--- src/rtl/arp_pkg.sv ---
// Package: shared types, constants and table builder for the attenuated ray projector
`default_nettype none
package arp_pkg;

    localparam int EXP_DEPTH_DEFAULT = 256;
    localparam logic [15:0] HALF_STEP_RESET = 16'd32768;
    localparam int CFG_ADDR_W = 2;
    localparam logic [CFG_ADDR_W-1:0] REG_HALF_STEP = 2'd0;
    localparam logic [39:0] SUM_MAX = 40'hFF_FFFF_FFFF;
    localparam logic [31:0] MU_MAX = 32'hFFFF_FFFF;

    typedef enum logic [2:0] {
        ST_IDLE,
        ST_MU1,
        ST_EXP,
        ST_ACC,
        ST_OUT
    } state_t;

    // Per-lane products
    typedef struct packed {
        logic [31:0] aw;
        logic [31:0] iw;
    } lane_prod_t;

    // Build exp(-16k/depth) entry k in Q1.15 by the integer recurrence
    function automatic logic [15:0] exp_entry(input int depth, input int k);
        logic [63:0] x;
        logic [63:0] term;
        logic [63:0] r;
        logic [63:0] cur;
        x = (64'd1 << 34) / 64'(depth);
        term = 64'd1 << 30;
        r = term;
        cur = 64'd1 << 30;
        for (int n = 1; n <= 12; n++) begin
            term = ((term * x) >> 30) / 64'(n);
            if (n % 2 == 1)
                r = r - term;
            else
                r = r + term;
        end
        for (int j = 0; j < k; j++) begin
            cur = (cur * r + (64'd1 << 29)) >> 30;
        end
        return 16'((cur + (64'd1 << 14)) >> 15);
    endfunction

endpackage
`default_nettype wire

--- src/rtl/arp_lane.sv ---
// One interpolation point lane: gated attenuation and image products
`default_nettype none
module arp_lane (
    input  wire logic        clk,
    input  wire logic        load,
    input  wire logic [15:0] img,
    input  wire logic [15:0] att,
    input  wire logic [15:0] weight,
    input  wire logic        pvalid,
    output arp_pkg::lane_prod_t prod
);
    arp_pkg::lane_prod_t prod_reg;

    // Register both products, zero when the point is outside the image
    always_ff @(posedge clk)
    begin
        if (load)
        begin
            prod_reg.aw <= pvalid ? att * weight : 32'd0;
            prod_reg.iw <= pvalid ? img * weight : 32'd0;
        end
    end

    assign prod = prod_reg;
endmodule
`default_nettype wire

--- config.mk ---
export PLATFORM = sky130hd
export DESIGN_NAME = arp_lane
export DESIGN_NICKNAME = d
export VERILOG_FILES = /design/src/rtl/arp_pkg.sv /design/src/rtl/arp_lane.sv
export SDC_FILE = /design/constraint.sdc
export NUM_CORES = 1
export LEC_CHECK = 0
export BUFFER_PORTS_ARGS = -buffer_cell sky130_fd_sc_hd__buf_4
export CORE_UTILIZATION = 50
export CTS_BUF_LIST = sky130_fd_sc_hd__clkbuf_2
export CTS_CLUSTER_DIAMETER = 80
export DETAILED_ROUTE_END_ITERATION = 12
export PLACE_DENSITY = 0.68
export SLEW_MARGIN = 20
export SYNTH_ARGS = -nofsm -noshare
export SYNTH_HDL_FRONTEND = slang
export SYNTH_SLANG_ARGS = --single-unit
--- constraint.sdc ---
create_clock -name clk -period 14.6 [get_ports clk]
set_clock_uncertainty 0.2 [all_clocks]
set_input_delay 2.19 -clock clk [delete_from_list [all_inputs] [get_ports clk]]
set_output_delay 2.19 -clock clk [all_outputs]
set_load 0.01 [all_outputs]
Yosys cells after proc, flatten, opt, wreduce, memory -nomap -nowiden
Cells that the tools add are included.
{"block": "totals", "reg_bits": 64, "latch_bits": 0, "ram_bits": 0, "romBits": 0, "inputBits": 51, "output_inout_bits": 64, "n_memories": 0}
{"block": "op_classes", "add_sub_neg": 0, "n_mul": 2, "n_div": 0, "n_lt_le_gt_ge": 0, "n_eq_ne": 0, "shifts": 0, "mux": 0, "bitwise_logic": 0, "n_reduce_logical": 0}
{"operator": "16-bit by 16-bit multiplier with 32-bit output", "n": 2}

Depth between registers and ports, before layout
{"block": "depth", "depth_word": 1, "ltp_mapped": 23, "mapped_depth_nobuf": 21}

Least setup slack after synthesis
OpenSTA, ideal clock, no wires.
{"block": "synth_path", "path_kind": "input -> register", "startpoint": "input att[7]", "endpoint": "register prod_reg, in the netlist prod[56], data pin", "setup_ns": 0.266, "arrival_ns": 7.348, "setup_slack_ns": 6.786, "stages": 22, "cell_sequence": "clkbuf_1 > nand2_1 > fa_1 > inv_1 > fa_1 > inv_1 > fa_1 > inv_1 > fa_1 > fa_1 > inv_1 > fa_1 > inv_1 > ha_1 > clkbuf_1 > nand4_1 > or3_1 > o211a_1 > o21ai_1 > a21oi_1 > xor2_1 > nor2_1"}
{"block": "synth_via", "elab_chain_len": 1}
{"element": "start, declared", "line": "arp_lane.sv:7", "source": "input wire logic [15:0] att,"}
{"element": "16-bit by 16-bit multiplier with 32-bit output", "line": "arp_lane.sv:19", "source": "prod_reg.aw <= pvalid ? att * weight : 32'd0;"}
{"element": "end, declared", "line": "arp_lane.sv:12", "source": "arp_pkg::lane_prod_t prod_reg;"}
No other way between the ends.
A chain may end at the register's enable or synchronous reset.

Worst setup path after layout
{"block": "layout_path", "startpoint": "input weight[2]", "endpoint": "register prod_reg, in the netlist prod[28], data pin"}
{"block": "layout_via", "elab_chain_len": 1}
{"element": "start, declared", "line": "arp_lane.sv:8", "source": "input wire logic [15:0] weight,"}
{"element": "16-bit by 16-bit multiplier with 32-bit output", "line": "arp_lane.sv:20", "source": "prod_reg.iw <= pvalid ? img * weight : 32'd0;"}
No other way between the ends.

==> run metrics <==
crit end category register; worst rel slew slack 51.0%; PortBufs 114; syn_area_per_cell 9.16 µm²; Synth Net Count 2760; Synth async-reset ratio 0%; CTS max path bufs 2; Synth Instances 2113; H-tree depth 3; GRT Total Usage 24.2%; period utilization 52.0%; FF+latch count, synth 64; Synth Cell Area 19300 µm²; DR WL met2 22700 µm; CTS-repair resized insts 0; Antenna Violating Nets Remaining 0; XOR/XNOR Fraction of Synth Area 2.31%; Worst-Margin Slew 736 ps; met3 wire len 2150 µm; final hold violations 0; YS warnings 0; EDFF count, synth 64; nets@finish 2790; # rows 71; I/O pins 115; run status finished clean; largest family of logic cells by synthesized area adder cells; WS Path Type input port to register; simple-gate share of the synthesized area 17.3%; initial antenna violation count 2; Slew Limit Fails 0; HPWL Detailed 35400 µm; total CTS buffers 9; Final Setup Violations 0; register area share after synthesis 9.93%; max layer used met4; Worst setup SP type input port; clock-pin slew on the worst setup and hold paths 200 ps; DRT met1 WL 18400 µm; pin count of the biggest net entering global routing 52; Critical Path RT 14790 ps; fill count 3437; critical path peak fanout 32; effective utilization at floorplan 51.1%; Die Ht 199 µm; initial detailed-routing violation count 504; synth unique cells 54; detailed-router iteration count before antenna repair 5; setup tns final 0 ps; clock root cell clkbuf_2; DR vias 13900; drt drc 0; number of flip-flops in the largest register 64; mux contribution to synthesized area 0.0517%; first-pass GRT wire length 75100 µm; post-CTS setup buffers 0; final WL 44100 µm; CTS Sinks 64; vias in the first global route 15300; number of max-cap violations 0; Critical Path AT 7780 ps; share of cells above drive strength 1 6.89%; Synth Area in Compound Gates 6.25%; achievable frequency 132 MHz; post-DR vias/cell 5.22; unrepaired setup endpoints after global routing no; Die Footprint 39500 µm²; adder-cell share of the synthesized area 53.6%; WL/cell 16.6 µm; die width 199 µm; CTS tree yes; worst setup path end prod[28]; Hold Crit Class input port to register; core footprint 37800 µm²; CTS Hold Buffers Added 0; Routability Congestion 0.888; Crit. Startpoint weight[2]; Area Overhead vs Synth 6.51%; Primary FF master, synth edfxtp_1; fin crit period 7590 ps; total gr overflow 0
## cell families after synthesis
logic type | Yosys count
buffers and inverters | 543
xor gates and xnor gates | 51
DFF | 64
AOI/OAI and AO/OA | 175
muxes | 1
adders and majority gates | 596
and+or+nand+nor | 683
## worst max-delay path: stages
cell,delay (ps)
buf_4,320
nand2_1,150
fa_1,520
fa_1,590
fa_1,450
fa_1,560
inv_1,50
fa_1,480
inv_1,50
fa_1,480
inv_1,50
ha_1,360
nand3_1,140
a311oi_2,370
o21ai_0,250
o21ba_2,290
o31a_1,280
xor2_1,130
nor2_1,50
## synthesized netlist by cell type (all sizes together), types with 6 or more instances
cell / n / area (µm²)
a211oi: 7 / 72.6
a21o: 25 / 188
a21oi: 57 / 285
and2: 256 / 1600
and3: 9 / 56.3
clkbuf: 96 / 360
edfxtp: 64 / 1920
fa: 388 / 7770
ha: 208 / 2600
inv: 446 / 1670
nand2: 298 / 1120
nand2b: 8 / 50.1
nand3: 9 / 45.0
nand4: 11 / 68.8
nor2: 67 / 251
nor2b: 7 / 43.8
nor3: 9 / 45.0
o211ai: 6 / 45.0
o21ai: 32 / 179
o21bai: 9 / 67.6
o31ai: 7 / 57.6
xnor2: 31 / 272
xor2: 20 / 175
## worst min path at each step
stage / slack [ps] / to / cells past startpoint / from
2_1_floorplan: 2100 / prod[0] / 0 / load
3_3_place_gp: 2350 / prod[29] / 1 / load
3_5_place_dp: 2350 / prod[29] / 1 / load
4_1_cts: 1660 / prod[29] / 1 / load
5_1_grt: 1640 / prod[27] / 1 / load
6_report: 1680 / prod[29] / 1 / load
## layout make-up
| type | instances | area [µm²] | share of cell area [%] |
|---|---|---|---|
| multi-input combinational | 1506 | 15400 | 74.7 |
| clock inverter | 4 | 46.3 | 0.225 |
| sequential | 64 | 1920 | 9.33 |
| inverter | 446 | 1670 | 8.12 |
| clock buffer | 11 | 55.1 | 0.267 |
| antenna | 5 | 12.5 | 0.0607 |
| timing repair buffer | 116 | 871 | 4.23 |
| tap | 511 | 639 | 3.10 |
## cells in the final DEF, fill, tap and decap left out, types with 8 or more instances in the layout
cell type    n
a21o_1      25
fa_1       388
o21ai_0     28
nand3_1      9
and3_1       9
xnor2_1     31
clkbuf_2    11
ha_1       208
nand2b_1     8
and2_1     256
nor2_1      67
inv_1      445
o21bai_1     9
edfxtp_1    64
nand4_1     11
nor3_1       9
nand2_1    298
a21oi_1     57
xor2_1      20
buf_4      116
## metal layers
| layer | track usage (%) | vias to the layer above |
|---|---|---|
| met1 | 30.8 | 7033 |
| met4 | 7.07 | 0 |
| met3 | 3.15 | 62 |
| li1 | - | 6457 |
| met5 | 0 | - |
| met2 | 42.9 | 353 |
## through the flow
stage,cell area (µm²),hold slack (ps),cells,utilization (%),setup WS [ps]
finish,20600,1680,2663,54.5,7010
detailed placement,20500,2350,2643,54.2,6420
global placement,20500,2350,2643,54.2,6490
floorplan,19300,2100,2113,-,6790
global route,20600,1640,2663,54.5,6870
CTS,20600,1660,2658,54.4,7080
Power is left out: the tool's default activity adds up to more than one toggle a clock period on the data nets, which glitch-free logic cannot reach.
