File: config.mk
export PLATFORM = sky130hd
export DESIGN_NAME = arp_exp
export DESIGN_NICKNAME = d
export VERILOG_FILES = /design/src/rtl/arp_pkg.sv /design/src/rtl/arp_exp.sv
export SDC_FILE = /design/constraint.sdc
export NUM_CORES = 1
export LEC_CHECK = 0
export ABC_CLOCK_PERIOD_IN_PS = 33400
export BUFFER_PORTS_ARGS = -buffer_cell sky130_fd_sc_hd__buf_2
export CAP_MARGIN = 20
export CORE_ASPECT_RATIO = 1.2
export CORE_MARGIN = 5
export CORE_UTILIZATION = 55
export DETAILED_ROUTE_END_ITERATION = 8
export PLACE_DENSITY_LB_ADDON = 0.12
export SKIP_LAST_GASP = 1
export SYNTH_ARGS = -nofsm -noshare
export SYNTH_HDL_FRONTEND = slang
export SYNTH_SLANG_ARGS = --single-unit
File: constraint.sdc
create_clock -name clk -period 33.4 [get_ports clk]
set_clock_uncertainty 0.15 [all_clocks]
set_input_delay 1.67 -clock clk [delete_from_list [all_inputs] [get_ports clk]]
set_output_delay 1.67 -clock clk [all_outputs]
set_load 0.02 [all_outputs]
File: src/rtl/arp_pkg.sv
// Package: shared types, constants and table builder for the attenuated ray projector
`default_nettype none
package arp_pkg;

    localparam int EXP_DEPTH_DEFAULT = 256;
    localparam logic [15:0] HALF_STEP_RESET = 16'd32768;
    localparam int CFG_ADDR_W = 2;
    localparam logic [CFG_ADDR_W-1:0] REG_HALF_STEP = 2'd0;
    localparam logic [39:0] SUM_MAX = 40'hFF_FFFF_FFFF;
    localparam logic [31:0] MU_MAX = 32'hFFFF_FFFF;

    typedef enum logic [2:0] {
        ST_IDLE,
        ST_MU1,
        ST_EXP,
        ST_ACC,
        ST_OUT
    } state_t;

    // Per-lane products
    typedef struct packed {
        logic [31:0] aw;
        logic [31:0] iw;
    } lane_prod_t;

    // Build exp(-16k/depth) entry k in Q1.15 by the integer recurrence
    function automatic logic [15:0] exp_entry(input int depth, input int k);
        logic [63:0] x;
        logic [63:0] term;
        logic [63:0] r;
        logic [63:0] cur;
        x = (64'd1 << 34) / 64'(depth);
        term = 64'd1 << 30;
        r = term;
        cur = 64'd1 << 30;
        for (int n = 1; n <= 12; n++) begin
            term = ((term * x) >> 30) / 64'(n);
            if (n % 2 == 1)
                r = r - term;
            else
                r = r + term;
        end
        for (int j = 0; j < k; j++) begin
            cur = (cur * r + (64'd1 << 29)) >> 30;
        end
        return 16'((cur + (64'd1 << 14)) >> 15);
    endfunction

endpackage
`default_nettype wire

File: src/rtl/arp_exp.sv
// Exp(-mu) lookup with linear interpolation, registered result
`default_nettype none
module arp_exp #(
    parameter int EXP_TABLE_DEPTH = arp_pkg::EXP_DEPTH_DEFAULT
) (
    input  wire logic        clk,
    input  wire logic        load,
    input  wire logic [31:0] mu,
    output logic      [15:0] e
);
    localparam int LD = $clog2(EXP_TABLE_DEPTH);
    localparam int PW = 32 + LD - 4;

    logic [15:0] tbl [EXP_TABLE_DEPTH];
    logic [PW-1:0] pos;
    logic [PW-17:0] idx;
    logic [15:0] f;
    logic [15:0] t0, t1, d;
    logic [31:0] prod;
    logic [15:0] e_next;
    logic [15:0] e_reg;

    for (genvar k = 0; k < EXP_TABLE_DEPTH; k++)
    begin : g_tbl
        assign tbl[k] = arp_pkg::exp_entry(EXP_TABLE_DEPTH, k);
    end

    assign pos = PW'({mu, LD'(0)} >> 4);
    assign idx = pos[PW-1:16];
    assign f   = pos[15:0];

    // Interpolate between neighbors, zero past the end
    always_comb
    begin
        t0 = 16'd0;
        t1 = 16'd0;
        if (idx < (PW-16)'(EXP_TABLE_DEPTH))
        begin
            t0 = tbl[idx[LD-1:0]];
            if (idx + 1'b1 < (PW-16)'(EXP_TABLE_DEPTH))
                t1 = tbl[LD'(idx + 1'b1)];
        end
        if (t1 > t0)
            t1 = t0;
        d = t0 - t1;
        prod = d * f + 32'd32768;
        e_next = t0 - prod[31:16];
    end

    always_ff @(posedge clk)
    begin
        if (load)
            e_reg <= e_next;
    end

    assign e = e_reg;
endmodule
`default_nettype wire

# [Yosys cells after proc, flatten, opt, wreduce, memory -nomap -nowiden]
# Memory sizes are Yosys's and may differ from the RTL's.
# Cells that the tools add are included.
[classes] n_addsub=4 mul=1 div=0 order_cmp=5 n_eq_ne=0 shift=0 n_mux=8 n_bitwise=2 reduce_logical=0
[op_table] op="two-way mux 16 bit" count=8
[op_table] op="< comparator 20 x 9 -> 1 bit (second input constant)" count=2
[op_table] op="adder 32 x 16 -> 32 bit (second input constant)" count=1
[op_table] op="subtractor 16 bit" count=2
[op_table] op="multiplier 16 x 12 -> 28 bit" count=1
[op_table] op="adder 20 x 1 -> 20 bit (second input constant)" count=1
[op_table] op=">= comparator 9 bit (second input constant)" count=2
[op_table] op="NOT 8 -> 9 bit" count=2
[op_table] op="greater-than comparator 16 bit" count=1
[totals] reg_bits=16 latchBits=0 ramBits=0 romBits=8192 inputBits=34 out_inout_bits=16 wordCells=23 memories=2
[memory_table] memory="(no name shown)" words=256 width=16 rd=1 rd_clocked_by_memory_dff=0 write_ports=0 line="arp_exp.sv:41" rtl="t1 = tbl[LD'(idx + 1'b1)];"
[memory_table] memory="(no name shown)" words=256 width=16 rd=1 rd_clocked_by_memory_dff=0 write_ports=0 line="arp_exp.sv:39" rtl="t0 = tbl[idx[LD-1:0]];"

# [Logic depth before layout (Yosys ltp)]
[depth] word_depth=13 mapped_depth=64

# [Least setup slack after synthesis]
# No wires, ideal clock.
[synth_path] kind="in2reg" startpoint="input port mu[12]" endpoint="register e_reg[15] (netlist: e[15]), data pin" setup_time_ps=268 arrival_time_ps=14771 setup_slack_ps=18211 cell_stages=61 path_buffers=7 path_cell_list="clkbuf_1 > clkbuf_1 > inv_1 > clkbuf_1 > ha_1 > clkbuf_1 > clkbuf_1 > a31oi_1 > nand3_1 > o21ai_0 > a21oi_1 > a211oi_1 > inv_1 > ha_1 > nor2b_1 > o21a_1 > o21a_1 > o21a_1 > (+25 left out) > nand3_1 > o211ai_1 > nor2_1 > and3_1 > and4bb_1 > and3_1 > and3_1 > xnor2_1 > nand2_1 > xnor2_1 > ha_1 > and2_1 > o21ai_0 > o311ai_0 > o211ai_1 > o2111ai_1 > a21oi_1 > xnor3_1"
[synth_between] elab_chain_len=13 elab_cells_between_ends=20 classes_between="add/sub: 4; mul: 1; order compare: 3; mux: 8; bitwise: 2; memory: 2"
[synth_rtl] item="start: declaration" line="arp_exp.sv:8" rtl="input wire logic [31:0] mu,"
[synth_rtl] item="adder 20 x 1 -> 20 bit" line="arp_exp.sv:41"
[synth_rtl] item="NOT 8 -> 9 bit (not written as such)" line="arp_exp.sv:41"
[synth_rtl] item="memory read (256 x 16 bit)"
[synth_rtl] item="two-way mux 16 bit (not written as such) (2 in a row)" line="arp_exp.sv:41"
[synth_rtl] item="two-way mux 16 bit" line="arp_exp.sv:40" rtl="if (idx + 1'b1 < (PW-16)'(EXP_TABLE_DEPTH))"
[synth_rtl] item="two-way mux 16 bit" line="arp_exp.sv:37" rtl="if (idx < (PW-16)'(EXP_TABLE_DEPTH))"
[synth_rtl] item="greater-than comparator 16 bit" line="arp_exp.sv:43" rtl="if (t1 > t0)"
[synth_rtl] item="two-way mux 16 bit" line="arp_exp.sv:43"
[synth_rtl] item="subtractor 16 bit" line="arp_exp.sv:45" rtl="d = t0 - t1;"
[synth_rtl] item="multiplier 16 x 12 -> 28 bit" line="arp_exp.sv:46" rtl="prod = d * f + 32'd32768;"
[synth_rtl] item="adder 32 x 16 -> 32 bit" line="arp_exp.sv:46"
[synth_rtl] item="subtractor 16 bit (*)" line="arp_exp.sv:47" rtl="e_next = t0 - prod[31:16];"
[synth_rtl] item="net e_next[15]" line="arp_exp.sv:20" rtl="logic [15:0] e_next;"
[synth_rtl] item="end signal: assignment" line="arp_exp.sv:53" rtl="e_reg <= e_next;"
[synth_rtl] item="end: declaration" line="arp_exp.sv:21" rtl="logic [15:0] e_reg;"
# The timed path passes the listed nets; every way through them passes the cells marked *. The select of a mux whose other input is x is not followed.
# A chain may end at the register's enable or synchronous reset.

# [Worst setup path in the final report]
# Ends and elaborated chain as after synthesis.

==> results.md <==
Setup path:
- The worst setup path is of the input pin to flip-flop kind.
- The endpoint kind of the worst setup timing path is a flip-flop.
- The slowest stage of the critical path is the ha_1 cell.
- The top fanout value on the critical path is 53.
- The type of origin of the critical path is an input pin.
- The required time of the worst setup path is 33.23 ns.
- For the worst setup path, the data arrival time is 18.15 ns.
- On the worst path, the slowest cell contributes a delay of 1.06 ns.

Min path:
- Along the worst hold path, the cell count comes to 1.
- The min-delay analysis places its worst path in the category input pin to flip-flop.

Yosys:
- The synthesized design contains 16 register bits.
- The commonest cells after synthesis are nand2_1, inv_1, fa_1, ha_1, a21oi_1.
- The mean instance size in the synthesized netlist is 7.31 um^2.
- The most frequent cell after synthesis is nand2_1.
- The Yosys step of the flow raised 0 warnings.
- After synthesis, the largest area contributor takes up 20.8% of total cell area.
- The number of synthesized flops with an enable pin is 16.
- Sequential elements use 3.53% of the synthesized area.
- The number of nets handed over by synthesis was 2175.
- The number of instances in the synthesized netlist is 1862.
- Of all cell types, the one taking the most synthesized area is fa_1.
- The combined area of all synthesized cells is 0.0136 mm^2.
- For this run, asynchronously set or reset flops after synthesis account for 0%.
- The distinct cell type count after synthesis is 84.
- After synthesis, the cell types taking the most area are fa_1, ha_1, nand2_1.
- The flip-flop cell with the highest count after synthesis is edfxtp_1.

Finish:
- The sequential cells in the finished layout cover a total of 480 um^2.
- In the final layout, the share of cells above drive strength 1 is 7.15%.
- The number of antenna diodes in the final layout is 0.
- The relative area change from synthesis to final layout is 4.13%.
- The area taken by multi-input logic gates is 0.0119 mm^2.
- The final layout contains 2132 nets.
- After the flow finishes, the layout carries non-filler instances totaling 2143.
- The filler cell count is 2375.
- The number of flip-flops in the largest register is 16.

Routing:
- In the routed design, unresolved DRC markers number 0.
- The final antenna-violating net count is 0.
- Dividing the detail-routed via count by the number of cells gives 6.51.
- The wire length after detailed routing is 45.2 mm.
- The overall via count from detail_route is 14000.
- Before antenna repair, the detailed router went through 6 iterations.
- Dividing the detail-routed wire length by the instance count gives 21.1 um.
- The detailed router's first-iteration violation count is 1334.

Place:
- During placement, the flow inserted port buffers numbering 49.
- The HPWL reported at the end of detailed placement is 34.6 mm.
- Counting tap cells, the placed design contains a total of 2137 instances.
- The weighted congestion at the end of routability-driven global placement is 1.02.

Power and ir drop:
- IR analysis of the VDD net gives a maximum drop of 0.0000173 V.
- For this design the ratio of total power to cell area is 10.5 mW/mm^2.
- The leakage power total is 0.00649 uW.

Global route:
- For this run the aggregate overflow at the end of global routing stands at 0.
- The number of global-route vias before repair is 13800.
- The number of antenna violations at the first check in global routing is 0.
- For this run, the total global-route usage over all layers was measured as 31.6%.
- The first global-routing pass estimated 73.0 mm of wire.
- The largest net degree at the start of global routing is 81.

Clocking:
- The longest clock path from root to sink contains 2 buffers.
- CTS built an H-tree with a depth of 1.
- In this run the post-CTS setup repair buffer count came out at 0.
- The clock net in this run drives a total of 16 sinks.
- Post-CTS repair changed the size of 0 cells.
- Buffers inserted to repair hold after CTS numbered 0.
- Clock-pin slew was measured on the worst setup and hold paths at 0.05 ns.
- Clock tree synthesis inserted a total of 3 buffers.
- The root buffer cell is clkbuf_16.
- TritonCTS built the clock tree.

Floorplan:
- The die covers 0.0280 mm^2.
- The top-level port count is 50.
- The die is 182 um tall.
- The core box area is 0.0245 mm^2.
- Once the floorplan was initialized, standard cells occupied 55.5% of the core.
- The total number of placement rows is 63.
- The x dimension of the die is 154 um.

Timing:
- The number of setup violations in the final report is 0.
- The number of slew-limit violations in the final report came to 0.
- Timing would allow up to 54.6 MHz.
- Of the available clock period, the critical path in the final layout requires 54.9%.
- Subtracting the final worst setup slack from the clock period gives 18.32 ns.
- Setup repair after global routing left no endpoint under its margin.
- For the pin with the worst max-slew slack, the measured transition is 1.14 ns.
- The final hold violation count is 0.
- The final-layout setup total negative slack is 0 ns.
- The relative slew slack is 23.3%.

Status:
- The run finished with clean final reports.

Job:
- Across the run, the number of max-cap violations was 0.
## cell usage in the layout (no fill, tap or decap), types with 40 or more instances in the layout
cell type	n
fa_1	141
o21ai_0	103
and2_1	72
nor2_1	126
ha_1	137
a21oi_1	135
xnor2_1	40
inv_1	198
buf_4	42
nand2_1	249
nand3_1	41
buf_2	48
## metal layers
metal,vias to the layer above,part of all wire [%],global-route usage [%]
li1,6369,-,-
met1,6643,36,37.2
met2,713,50,56.2
met3,233,6.9,2.30
met4,0,7.4,19.0
met5,-,0,0
## metrics by stage
| step | util, % | total power (uW) | instance area (um^2) | setup WS [ns] | hold WS, ns |
|---|---|---|---|---|---|
| detailed placement | 57.4 | 123 | 14100 | 15.10 | 1.97 |
| global route | 57.8 | 158 | 14200 | 14.02 | 1.74 |
| floorplan | - | 92.9 | 13600 | 18.21 | 1.63 |
| finish | 57.8 | 149 | 14200 | 15.08 | 1.72 |
| CTS | 57.7 | 146 | 14100 | 15.32 | 1.72 |
| global placement | 57.3 | 123 | 14100 | 15.03 | 1.95 |
## report_power, final
| part | leakage [uW] | switching [uW] | internal (uW) | total, uW |
|---|---|---|---|---|
| sequential | 0.000152 | 0.349 | 23.7 | 24.0 |
| clock | 0.0000385 | 6.92 | 15.8 | 22.8 |
| combinational | 0.00630 | 70.8 | 31.8 | 103 |
## critical path: cells and delay by family
kind / cells / cell delay (ns)
xor+xnor: 4 / 1.49
fa+ha+maj: 11 / 5.34
buf+inv: 8 / 2.04
mux: 1 / 0.21
compound gates: 22 / 4.92
simple gates: 15 / 2.45
## final timing paths
kind,startpoint,endpoint,slack [ns]
setup / recovery,mu[12],e[15]$_DFFE_PP_,15.08
hold / removal,load,e[11]$_DFFE_PP_,1.72
## kinds of logic (layout without fill, tap and decap cells)
group / after synthesis / in the layout / synth area share, %
mux: 34 / 34 / 3.37
fa+ha+maj: 279 / 279 / 33.4
xor+xnor: 69 / 69 / 4.54
flops: 16 / 16 / 3.53
compound gates: 488 / 488 / 23.5
buf+inv: 342 / 298 / 9.52
simple gates: 634 / 634 / 22.1
## area by class of cell
type	instances	share of cell area, %
clock buffers	3	0.530
clock inverters	1	0.0265
inverters	203	5.38
multi-input cells	1504	83.8
flip-flops and latches	16	3.39
well taps	325	2.87
repair buffers	91	4.03
Power figures use the tool's default switching activity.
